File: config.mk
export PLATFORM = sky130hd
export DESIGN_NAME = oprm_ctrl
export DESIGN_NICKNAME = d
export VERILOG_FILES = /design/src/sv/oprm_pkg.sv /design/src/sv/oprm_ctrl.sv
export SDC_FILE = /design/constraint.sdc
export NUM_CORES = 1
export LEC_CHECK = 0
export ABC_AREA = 1
export BUFFER_PORTS_ARGS = -buffer_cell sky130_fd_sc_hd__buf_2
export CORE_AREA = 2 2 39 41
export CTS_BUF_LIST = sky130_fd_sc_hd__clkbuf_8
export CTS_CLUSTER_DIAMETER = 100
export DETAILED_ROUTE_END_ITERATION = 10
export DIE_AREA = 0 0 41 43
export GPL_TIMING_DRIVEN = 0
export PLACE_DENSITY = 0.74
export SYNTH_ARGS = -nofsm -noshare
export SYNTH_HDL_FRONTEND = slang
export SYNTH_SLANG_ARGS = --single-unit
File: constraint.sdc
create_clock -name clock -period 1.1 [get_ports clock]
set_input_delay 0.22 -clock clock [delete_from_list [all_inputs] [get_ports clock]]
set_output_delay 0.22 -clock clock [all_outputs]
set_load 0.01 [all_outputs]
File: src/sv/oprm_pkg.sv
// shared types, constants and saturation helpers for the phase response map
`default_nettype none
package oprm_pkg;
   localparam int KIND_W   = 2;
   localparam int TGT_W    = 3;
   localparam int BIN_W    = 10;
   localparam int PHASE_W  = 32;
   localparam int TIME_W   = 40;
   localparam int TOL_W    = 16;
   localparam int MASK_W   = 8;
   localparam int COUNT_W  = 4;
   localparam int DIV_CW   = 6;
   localparam logic [DIV_CW-1:0] DIV_LAST = 6'd63;
   localparam logic signed [33:0] ONE_Q24 = 34'sd16777216;
   localparam logic [TIME_W-1:0] TIME_MAX = 40'hFFFFFFFFFF;
   localparam logic [TOL_W-1:0] TOL_RESET = 16'd17;

   typedef enum logic [KIND_W-1:0] {
      KIND_FIRST  = 2'd0,
      KIND_SECOND = 2'd1,
      KIND_CELL   = 2'd2,
      KIND_STEP   = 2'd3
   } oprm_kind_type;

   typedef struct packed {
      logic do_load;
      logic first_cell;
      logic next_cell;
      logic mul_lo;
      logic mul_hi;
      logic t_store;
      logic mark;
      logic rd_fired;
      logic div_start;
      logic div_step;
      logic adv;
      logic idx_mul;
      logic lookup;
      logic upd_fired;
      logic upd_free;
      logic publish;
   } oprm_cmd_type;

   typedef struct packed {
      logic [KIND_W-1:0] kind;
      logic              last_cell;
      logic              cur_fired;
      logic              div_last;
      logic              out_free;
   } oprm_status_type;

   function automatic logic signed [33:0] sx34(input logic signed [31:0] v);
      return {{2{v[31]}}, v};
   endfunction

   function automatic logic signed [31:0] sat32(input logic signed [33:0] v);
      logic signed [31:0] r;
      if (v > 34'sh07FFFFFFF)       r = 32'sh7FFFFFFF;
      else if (v < -34'sh080000000) r = 32'sh80000000;
      else                          r = v[31:0];
      return r;
   endfunction
endpackage
`default_nettype wire

File: src/sv/oprm_ctrl.sv
// sequencer that walks the cells through an event
`default_nettype none
module oprm_ctrl import oprm_pkg::*; (
   input  wire logic            clock,
   input  wire logic            reset,
   input  wire logic            req_valid,
   output logic                 req_ready,
   input  wire oprm_status_type status,
   output oprm_cmd_type         cmd
);
   typedef enum logic [3:0] {
      S_IDLE, S_DECODE, S_TTF_LO, S_TTF_HI, S_TTF_SUM, S_MARK, S_CELL,
      S_FIRED, S_DIV, S_ADV, S_IDX, S_LOOK, S_FREE, S_PUB
   } state_type;

   state_type state_ff, state_in;

   assign req_ready = state_ff == S_IDLE;

   always_comb begin
      state_in = state_ff;
      cmd      = '0;
      case (state_ff)
         S_IDLE: begin
            if (req_valid) state_in = S_DECODE;
         end
         S_DECODE: begin
            if (status.kind == KIND_STEP) begin
               cmd.first_cell = 1'b1;
               state_in       = S_TTF_LO;
            end else begin
               cmd.do_load = 1'b1;
               state_in    = S_IDLE;
            end
         end
         S_TTF_LO: begin
            cmd.mul_lo = 1'b1;
            state_in   = S_TTF_HI;
         end
         S_TTF_HI: begin
            cmd.mul_hi = 1'b1;
            state_in   = S_TTF_SUM;
         end
         S_TTF_SUM: begin
            cmd.t_store = 1'b1;
            if (status.last_cell) begin
               state_in = S_MARK;
            end else begin
               cmd.next_cell = 1'b1;
               state_in      = S_TTF_LO;
            end
         end
         S_MARK: begin
            cmd.mark       = 1'b1;
            cmd.first_cell = 1'b1;
            state_in       = S_CELL;
         end
         S_CELL: begin
            if (status.cur_fired) begin
               cmd.rd_fired = 1'b1;
               state_in     = S_FIRED;
            end else begin
               cmd.div_start = 1'b1;
               state_in      = S_DIV;
            end
         end
         S_FIRED: begin
            cmd.upd_fired = 1'b1;
            if (status.last_cell) begin
               state_in = S_PUB;
            end else begin
               cmd.next_cell = 1'b1;
               state_in      = S_CELL;
            end
         end
         S_DIV: begin
            cmd.div_step = 1'b1;
            if (status.div_last) state_in = S_ADV;
         end
         S_ADV: begin
            cmd.adv  = 1'b1;
            state_in = S_IDX;
         end
         S_IDX: begin
            cmd.idx_mul = 1'b1;
            state_in    = S_LOOK;
         end
         S_LOOK: begin
            cmd.lookup = 1'b1;
            state_in   = S_FREE;
         end
         S_FREE: begin
            cmd.upd_free = 1'b1;
            if (status.last_cell) begin
               state_in = S_PUB;
            end else begin
               cmd.next_cell = 1'b1;
               state_in      = S_CELL;
            end
         end
         S_PUB: begin
            if (status.out_free) begin
               cmd.publish = 1'b1;
               state_in    = S_IDLE;
            end
         end
         default: state_in = S_IDLE;
      endcase
   end

   always_ff @(posedge clock) begin
      if (reset) begin
         state_ff <= S_IDLE;
      end else begin
         state_ff <= state_in;
      end
   end

`ifndef SYNTHESIS
   a_publish_free: assert property (@(posedge clock) disable iff (reset)
      cmd.publish |-> status.out_free) else $error("result published over a full slot");
   a_accept_decode: assert property (@(posedge clock) disable iff (reset)
      (req_valid && req_ready) |=> state_ff == S_DECODE) else $error("item not decoded");
   a_div_hold: assert property (@(posedge clock) disable iff (reset)
      (state_ff == S_DIV && !status.div_last) |=> state_ff == S_DIV)
      else $error("division left early");
`endif
endmodule
`default_nettype wire

==> summary.md, run 1 <==
| Metric | Value |
|---|---|
| Status | finished with violations |
| Failing checks | negative setup slack |
| DRT Pass-1 Iters | 4 |
| Max FFs per register | 4 |
| Post-synthesis net count | 89 |
| Placed Cells | about 120 |
| Seq/Total Area, Yosys | between 10% and 20% |
| Clock transition at path regs | around 0.030 ns |
| First-pass GRT wire length | roughly 1.8 mm |
| Design area | around 760 um^2 |
| Post-route setup slack | -0.314 ns |
| Final setup fails | 21 |
| Largest Register | state_ff |
| Reported max-cap violation count | 0 |
| RSZ-0062 raised after global routing | yes |
| Clock Path Buffers | 2 |
| P&R area growth vs syn | 87.6% |
| Vias in the first global route | roughly 480 |
| H-tree levels | 1 |
| Post-layout min period | approximately 1.4 ns |
| Top post-synthesis cells by area | dfxtp_1 (20%), inv_1 (19%), nand2_1 (19%), nor2_1 (16%), nand3_1 (6.2%) |
| #FFs+latches synth | 4 |
| CTS sink count | 4 |
| Clk_lat worst skew | 0.22 ns |
| Final Cycle Share | 129% |
| Fin cells | about 130 |
| Worst path required time | about 0.88 ns |
| Final slew viol count | 0 |
| Slew HR | approximately 83% |
| Netlist cell types | 15 |
| CP Capture Type | output port |
| Worst EP arrival | about 1.2 ns |
| Gate Count Post-Synth | 80 |
| Die Y | between 40 and 50 um |
| CTS Root Cell | clkbuf_8 |
| Global route total overflow | 0 |
| Via Count | 579 |
| Leak | roughly 0.48 nW |
| Setup tns final | -3.83 ns |
| Rows | 14 |
| CTS tree | built |
| Post-layout nets | 127 |
| Ys flop type | dfxtp_1 |
| Die Footprint | about 1800 um^2 |
| Initial DRC count | 7 |
| All-Layer GR Usage | around 16% |
| Power density cells | 835 nW/um^2 |
| Share of post-route cells with drive strength above 1 | 56.9% |
| EDFF count, synth | 0 |
| Diodes inserted | 0 |
| TritonCTS buffer count | 3 |
| Biggest regs | state_ff: 4 flops |
| Largest net degree at the start of global routing | 7 |
| Hold Crit Class | primary input to flop |
| Initial antenna violation count | 0 |
| Routed vias/inst | roughly 4.4 |
| GP Congestion | 0.787 |
| Worst Clk Skew | 0.00249 ns |
| Port-buffer cells | 25 |
| DRC viols | 0 |
| CTS Hold Bufs | 0 |
| Post-synth ARST share | 0% |
| Final wirelength | 1.29 mm |
| Synth Cell Area | just over 400 um^2 |
| Detail Route Antenna Nets | 0 |
| Core Region | approximately 1400 um^2 |
| Io pins | 26 |
| Commonest cells post-synth | inv_1 (20), nand2_1 (20), nor2_1 (17) |
| Fin. Hold Viols | 0 |
| CP Class | flop to output port |
| Fmax | between 700 and 800 MHz |
| Worst-Margin Slew | 0.252 ns |
| Syn. warnings | 0 |
| HPWL Detailed | slightly above 900 um |
| Wire per inst | between 9 and 10 um |
| Synthesized area per cell | 5.05 um^2 |
| Max rail drop VDD | ~550 uV |
| Starting density of the core | between 20% and 30% |
| Area share of the largest cell type after synthesis | 19.8% |
| Die span in x | 41 um |
| Cell area after placement | approximately 570 um^2 |
| Startpoint Class | flop |
| Critical-path maximum fanout | 5 |
| Dominant cell type by area after synthesis | dfxtp_1 |
## placed cells by master, fill, tap and decap left out, types with 2 or more instances in the layout
| master | count |
|---|---|
| buf_2 | 21 |
| nand2_1 | 16 |
| inv_1 | 12 |
| nor2_1 | 11 |
| inv_2 | 9 |
| buf_6 | 6 |
| buf_4 | 6 |
| nand3_1 | 5 |
| nand2_2 | 4 |
| nor2_2 | 4 |
| dfxtp_4 | 4 |
| nor2_4 | 3 |
| a21oi_1 | 3 |
| clkbuf_8 | 3 |
| nand2_4 | 2 |
| nor3_2 | 2 |
## timing repair
action | 4_1_cts | 5_1_grt
endpoints found under the setup margin | 21 | 21
pin swaps | 3 | 5
gates resized for setup | 23 | 9
buffers inserted | 6 | 2
## per-layer routing
metal  up-vias  wire [um]  track usage [%]
met5         -          0                0
met4         0          0             10.0
met3         0         81             3.14
met2        20        682             25.6
met1       248        523             17.4
li1        311          -                -
## layout make-up
cell class	count	area, um^2
clock buffer	3	41.3
inverter	21	78.8
multi-input combinational	55	305
fill	128	626
timing repair buffer	33	218
tap	16	20.0
sequential	4	95.1
## worst max-delay path: stages, from the launching register on
cell and delay (ns):
dfxtp_4 0.38, nand2_1 0.09, inv_1 0.08, nand2_1 0.08, o21ai_2 0.08, nand2_1 0.06
nand2_1 0.08, buf_2 0.13
## power by group
| group | internal [W] | switching (W) | leakage, nW | total, W |
|---|---|---|---|---|
| Sequential | 0.000148 | 0.0000143 | 0.0355 | 0.000162 |
| Combinational | 0.0000749 | 0.0000856 | 0.422 | 0.000160 |
| Clock | 0.000233 | 0.0000769 | 0.0216 | 0.000310 |
| Total | 0.000456 | 0.000177 | 0.479 | 0.000633 |
## through the flow
| stage | worst slack (ns) | hold WS [ns] | power [W] | utilization [%] |
|---|---|---|---|---|
| CTS | -0.287 | 0.192 | 0.000621 | 51.5 |
| floorplan | -0.00278 | 0.282 | 0.000231 | - |
| finish | -0.314 | 0.194 | 0.000633 | 54.8 |
| global placement | -0.160 | 0.420 | 0.000273 | 41.2 |
| detailed placement | -0.175 | 0.425 | 0.000276 | 41.2 |
| global route | -0.411 | 0.207 | 0.000672 | 54.8 |
## cells by family after synthesis
| kind of cell | synth area share (%) |
|---|---|
| AND/OR/NAND/NOR | 51.7 |
| buffers and inverters | 19.5 |
| AO/OA/AOI/OAI | 8.98 |
| flip-flops | 19.8 |
## final timing paths
check               from     endpoint  slack, ns  cells past startpoint
max          state_ff[3]      cmd[13]      -0.31                      7
min                reset  state_ff[2]       0.19                      2
max reg2reg  state_ff[3]  state_ff[1]      -0.12                      7
min reg2reg  state_ff[1]  state_ff[2]       0.69                      3
Note: power is estimated with default switching activity, not from simulation.
==> inputs of run 2 (changes only) <==
- ABC_AREA: 1 -> unset
- PLACE_DENSITY: 0.74 -> 0.77
==> summary.md, run 2 <==
| Metric | Value |
|---|---|
| Status | finished with violations |
| Failing checks | negative setup slack |
| Setup tns final | -6.43 ns (-2.61 ns) |
| Startpoint Class | flop |
| Dominant cell type by area after synthesis | dfxtp_1 |
| Busiest grt layer | met2 |
| Max rail drop VDD | 1150 uV (+110%) |
| Post-route setup slack | -0.406 ns (-0.0913 ns) |
| HPWL Detailed | 1.03 mm (+13%) |
| Commonest cells post-synth | nor2_1 (8), nor3_1 (8), nand2b_1 (7) |
| Core Region | 1380 um^2 (unchanged) |
| M1 GR Usage | 27.5% (+10 points) |
| Initial DRC count | 21 (+14) |
| Hold Crit Class | primary input to flop |
| Final Cycle Share | 137% (+8.3 points) |
| Port-buffer cells | 25 (unchanged) |
| Final setup fails | 21 (unchanged) |
| Design area | 1160 um^2 (+53%) |
| Wire per inst | 17.4 um (+78%) |
| Reg2reg setup slack | -0.38 ns (-0.26 ns) |
| Critical-path maximum fanout | 5 (unchanged) |
| Final wirelength | 2.34 mm (+82%) |
| Diodes inserted | 0 (unchanged) |
| Largest net degree at the start of global routing | 9 (+2) |
| CTS tree | built |
| Synth Cell Area | 437 um^2 (+8.0%) |
| DRC viols | 0 (unchanged) |
| Worst Clk Skew | 0.0000500 ns (-0.00244 ns) |
| Final slew viol count | 0 (unchanged) |
| DRT Pass-1 Iters | 4 (unchanged) |
| Clk_lat worst skew | 0.21 ns (about the same) |
| Reported max-cap violation count | 0 (unchanged) |
| Via Count | 778 (+34%) |
| TritonCTS buffer count | 3 (unchanged) |
| Power density cells | 692 nW/um^2 (-17%) |
| Global route total overflow | 0 (unchanged) |
| CP Class | flop to output port |
| First-pass GRT wire length | 2.77 mm (+50%) |
| Cell area after placement | 692 um^2 (+21%) |
| Worst EP arrival | 1.29 ns (+0.10 ns) |
| Die Y | 43 um (unchanged) |
| GP Congestion | 0.849 (+7.8%) |
| P&R area growth vs syn | 166% |
| Power Total | 0.000803 W (+27%) |
| Max FFs per register | 4 (unchanged) |
| Synthesized area per cell | 6.24 um^2 (+23%) |
| Post-synth ARST share | 0% (unchanged) |
| Final Util | 83.9% (+29 points) |
| GR Layer Usage met3 | 5.24% (+2.1 points) |
| Global-route met2 utilization | 35.9% (+10 points) |
| Slew HR | 79.2% (-3.8 points) |
| Clock Path Buffers | 2 (unchanged) |
| Worst-Margin Slew | 0.308 ns (+0.0554 ns) |
| CTS Root Cell | clkbuf_8 |
| Clock transition at path regs | 0.03 ns (about the same) |
| All-Layer GR Usage | 23.0% (+7.3 points) |
| Share of post-route cells with drive strength above 1 | 73.9% (+17 points) |
| CP Capture Type | output port |
| RSZ-0062 raised after global routing | yes |
| Netlist cell types | 26 (+11) |
| Post-layout min period | 1.51 ns (+0.0913 ns) |
| Fmax | 664 MHz (-6.1%) |
| Syn. warnings | 0 (unchanged) |
| Fin. Hold Viols | 0 (unchanged) |
| Die span in x | 41 um (unchanged) |
| CTS sink count | 4 (unchanged) |
| Place WS | -0.295 ns (-0.120 ns) |
| Top post-synthesis cells by area | dfxtp_1 (18%), nand2b_1 (10%), nor3_1 (9.2%), nor2_1 (6.9%), a21oi_1 (5.7%) |
| Area share of the largest cell type after synthesis | 18.3% (-1.5 points) |
| Initial antenna violation count | 0 (unchanged) |
| Gate Count Post-Synth | 70 (-13%) |
| Most frequent cells in the layout | buf_6 (18), buf_2 (18), buf_4 (11) |
| Worst path required time | 0.88 ns (about the same) |
| Starting density of the core | 31.6% (+2.4 points) |
| Vias in the first global route | 619 (+28%) |
| Routed vias/inst | 5.76 (+31%) |
| #FFs+latches synth | 4 (unchanged) |
| Ys flop type | dfxtp_1 |
| Biggest regs | state_ff: 4 flops |
| Io pins | 26 (unchanged) |
| Post-synthesis net count | 79 (-11%) |
| EDFF count, synth | 0 (unchanged) |
| Post-layout nets | 130 (+2.4%) |
| Detail Route Antenna Nets | 0 (unchanged) |
| Seq/Total Area, Yosys | 18.3% (-1.5 points) |
| H-tree levels | 1 (unchanged) |
| Leak | 0.505 nW (+5.5%) |
| Largest Register | state_ff |
| Rows | 14 (unchanged) |
| Die Footprint | 1760 um^2 (unchanged) |
## run 2: cell types whose count changed in the layout (fill, tap and decap cells not counted), sizes merged, moves of 4 or more
cell / change
buf: +18
nor3: +5
inv: -17
nand2b: +7
nand2: -16
nand3: -4
nor2: -10
## run 2: report_power, final
part / internal [W] / switching [W] / total [W]
Clock: 0.000232 / 0.0000660 / 0.000298
Combinational: 0.000164 / 0.000178 / 0.000342
Sequential: 0.000154 / 0.00000898 / 0.000162
Total: 0.000550 / 0.000253 / 0.000803
## run 2: layer usage
layer  routed length (um)  up-vias
li1                     -      350
met1                  797      361
met2                 1320       55
met3                  148       12
met4                   75        0
met5                    0        -
## run 2: critical path, cell delays in order, from the launching register on
cell	delay, ns
dfxtp_2	0.31
buf_6	0.12
clkbuf_16	0.15
a2111oi_4	0.31
buf_2	0.18
## run 2: worst paths after layout
| check | from | cells after the start | end |
|---|---|---|---|
| worst max register to register | state_ff[3] | 5 | state_ff[0] |
| worst min-delay path | status[0] | 2 | state_ff[0] |
| worst max-delay path | state_ff[2] | 4 | cmd[15] |
| worst min register to register | state_ff[2] | 3 | state_ff[0] |
## run 2: repair_timing
| action | in CTS | in global routing |
|---|---|---|
| gates resized for setup | 29 | 27 |
| pin swaps | 7 | 9 |
| endpoints found under the setup margin | 21 | 21 |
| hold buffers | 0 | 0 |
| endpoints found under the hold margin | 0 | 0 |
| buffers inserted | 14 | 8 |
## run 2: cells by family (layout without fill, tap and decap cells)
logic type	Yosys count	in the layout	share of synthesized area, %
compound gates	19	19	28.1
buf+inv	10	59	10.0
flops	4	4	18.3
simple gates	37	37	43.6
## run 2: stage by stage
step,hold slack (ns),std cells
floorplan,0.282,70
global route,0.241,135
finish,0.244,135
CTS,0.231,128
global placement,0.451,111
detailed placement,0.459,111
## run 2: final cells by class
cell class,count,area [um^2]
Fill cell,73,223
Timing Repair Buffer,46,385
Tap cell,16,20.0
Inverter,4,15.0
Multi-Input combinational cell,56,527
Clock buffer,3,41.3
Sequential cell,4,87.6
Buffer,6,85.1
==> inputs of run 3 (changes only) <==
- PLACE_DENSITY: 0.77 -> 0.74
- clock period: 1.1 -> 1.65 ns (I/O delays scaled with it)
==> summary.md, run 3 (synthesized netlist as in run 2, its figures left out) <==
| Metric | Value |
|---|---|
| Leak | 0.349 nW (-31%) |
| Share of post-route cells with drive strength above 1 | 44.1% (-30 points) |
| Worst-Margin Slew | 0.334 ns (+0.0260 ns) |
| Worst Clk Skew | 0.000941 ns (+0.000891 ns) |
| Worst EP arrival | 1.26 ns (-0.03 ns) |
| CTS Root Cell | clkbuf_8 |
| M1 WL | 651 um (-18%) |
| Fin Hold WS | 0.348 ns (+0.103 ns) |
| Design area | 731 um^2 (-37%) |
| Worst path required time | 1.32 ns (+0.44 ns) |
| Routed vias/inst | 5.34 (-7.4%) |
| Power Total | 0.000440 W (-45%) |
| CP Capture Type | output port |
| Startpoint Class | flop |
| Vias in the first global route | 532 (-14%) |
| Detail Route Antenna Nets | 0 (unchanged) |
| R2R Path Start | state_ff[3] |
| CTS sink count | 4 (unchanged) |
| Die Footprint | 1760 um^2 (unchanged) |
| Core Region | 1380 um^2 (unchanged) |
| Final Cycle Share | a little over nine tenths |
| Io pins | 26 (unchanged) |
| Final slew viol count | 0 (unchanged) |
| TritonCTS buffer count | 3 (unchanged) |
| WL met2 | 789 um (-40%) |
| Die span in x | 41 um (unchanged) |
| Reported max-cap violation count | 0 (unchanged) |
| Post-layout min period | 1.59 ns |
| DRC viols | 0 (unchanged) |
| Hold Crit Class | primary input to flop |
| All-Layer GR Usage | 17.9% (-5.2 points) |
| Diodes inserted | 0 (unchanged) |
| Port-buffer cells | 25 (unchanged) |
| Clk_lat worst skew | 0.21 ns (about the same) |
| Biggest regs | state_ff: 4 flops |
| GP Congestion | 0.808 (-4.8%) |
| Via Count | 630 (-19%) |
| Rows | 14 (unchanged) |
| Largest Register | state_ff |
| RSZ-0062 raised after global routing | no |
| Initial DRC count | 15 (-29%) |
| Worst setup path startpoint | state_ff[2] |
| Initial antenna violation count | 0 (unchanged) |
| Die Y | 43 um (unchanged) |
| DR WL met3 | 99 um (-33%) |
| HPWL Detailed | 1.03 mm (-0.19%) |
| Setup tns final | 0 ns (+6.43 ns) |
| Max FFs per register | 4 (unchanged) |
| H-tree levels | 1 (unchanged) |
| Wire per inst | 13.1 um (-25%) |
| Slew HR | 77.5% (-1.7 points) |
| Starting density of the core | 31.6% (unchanged) |
| Top Metal Used | met3 |
| Clock transition at path regs | 0.03 ns (about the same) |
| Post-layout nets | 113 (-13%) |
| Final setup fails | 0 (-100%) |
| First-pass GRT wire length | 2.18 mm (-21%) |
| Placed Cells | 111 (unchanged) |
| Status | complete, no violations |
| Power density cells | 603 nW/um^2 (-13%) |
| Most common cell after layout, fill and taps aside | buf_2 |
| Global route total overflow | 0 (unchanged) |
| Fin cells | 118 (-13%) |
| Fmax | roughly 630 MHz |
| Hold Path Origin | reset |
| CTS Hold Bufs | 0 (unchanged) |
| Max rail drop VDD | 382 uV (-67%) |
| CP Class | flop to output port |
| P&R area growth vs syn | 67.3% |
| Most frequent cells in the layout | buf_2 (26), nor2_1 (8), nor3_1 (7) |
| Fin. Hold Viols | 0 (unchanged) |
| Critical-path maximum fanout | 10 (+5) |
| Largest net degree at the start of global routing | 11 (+2) |
| DRT Pass-1 Iters | 4 (unchanged) |
| Clock Path Buffers | 2 (unchanged) |
| Final wirelength | 1.54 mm (-34%) |
| CTS tree | built |
| Cell area after placement | 583 um^2 (-16%) |
[run 3: changes by cell type in the layout (fill, tap and decap cells not counted), moves of 4 or more]
cell    change
buf_6      -14
buf_4       -7
nor2_1      +6
nor3_4      -4
buf_2       +8
nor2_4      -6
nor3_1      +6
[run 3: final timing paths]
check	end	slack [ns]	cells after the start
setup / recovery	cmd[15]	0.06	4
hold / removal	state_ff[3]	0.35	2
setup reg to reg	state_ff[0]	0.19	5
hold reg to reg	state_ff[3]	0.67	3
[run 3: what timing repair did]
item                                    4_1_cts  5_1_grt
endpoints found under the setup margin        7       11
gates resized for setup                      11       10
pin swaps                                     0        1
buffers inserted                              0        4
[run 3: report_power, final]
group / total [W] / internal, W / switching [W]
Clock: 0.000199 / 0.000155 / 0.0000441
Combinational: 0.000133 / 0.0000616 / 0.0000712
Sequential: 0.000109 / 0.000103 / 0.00000549
[run 3: critical path, stage by stage, from the launching register on]
cell and delay, ns:
dfxtp_1 0.30, buf_6 0.14, clkbuf_8 0.16, a2111oi_4 0.26
buf_2 0.18
[run 3: area by class of cell]
cell class	instances	area, um^2
fill	148	653
multi-input combinational	56	352
timing repair buffer	29	155
sequential	4	83.8
buffer	6	63.8
clock buffer	3	41.3
tap	16	20.0
inverter	4	15.0
[run 3: metal layers]
layer  global-route usage (%)  up-vias
li1                         -      315
met1                     20.5      286
met2                     29.7       29
met3                     1.57        0
met4                     10.7        0
met5                        0        -
[run 3: per-stage QoR]
stage | worst slack (ns) | util (%)
2_1_floorplan | 0.103 | -
3_3_place_gp | 0.0665 | 42.1
3_5_place_dp | 0.0312 | 42.1
4_1_cts | -0.00584 | 48.5
5_1_grt | 0.0000866 | 52.8
6_report | 0.0624 | 52.8
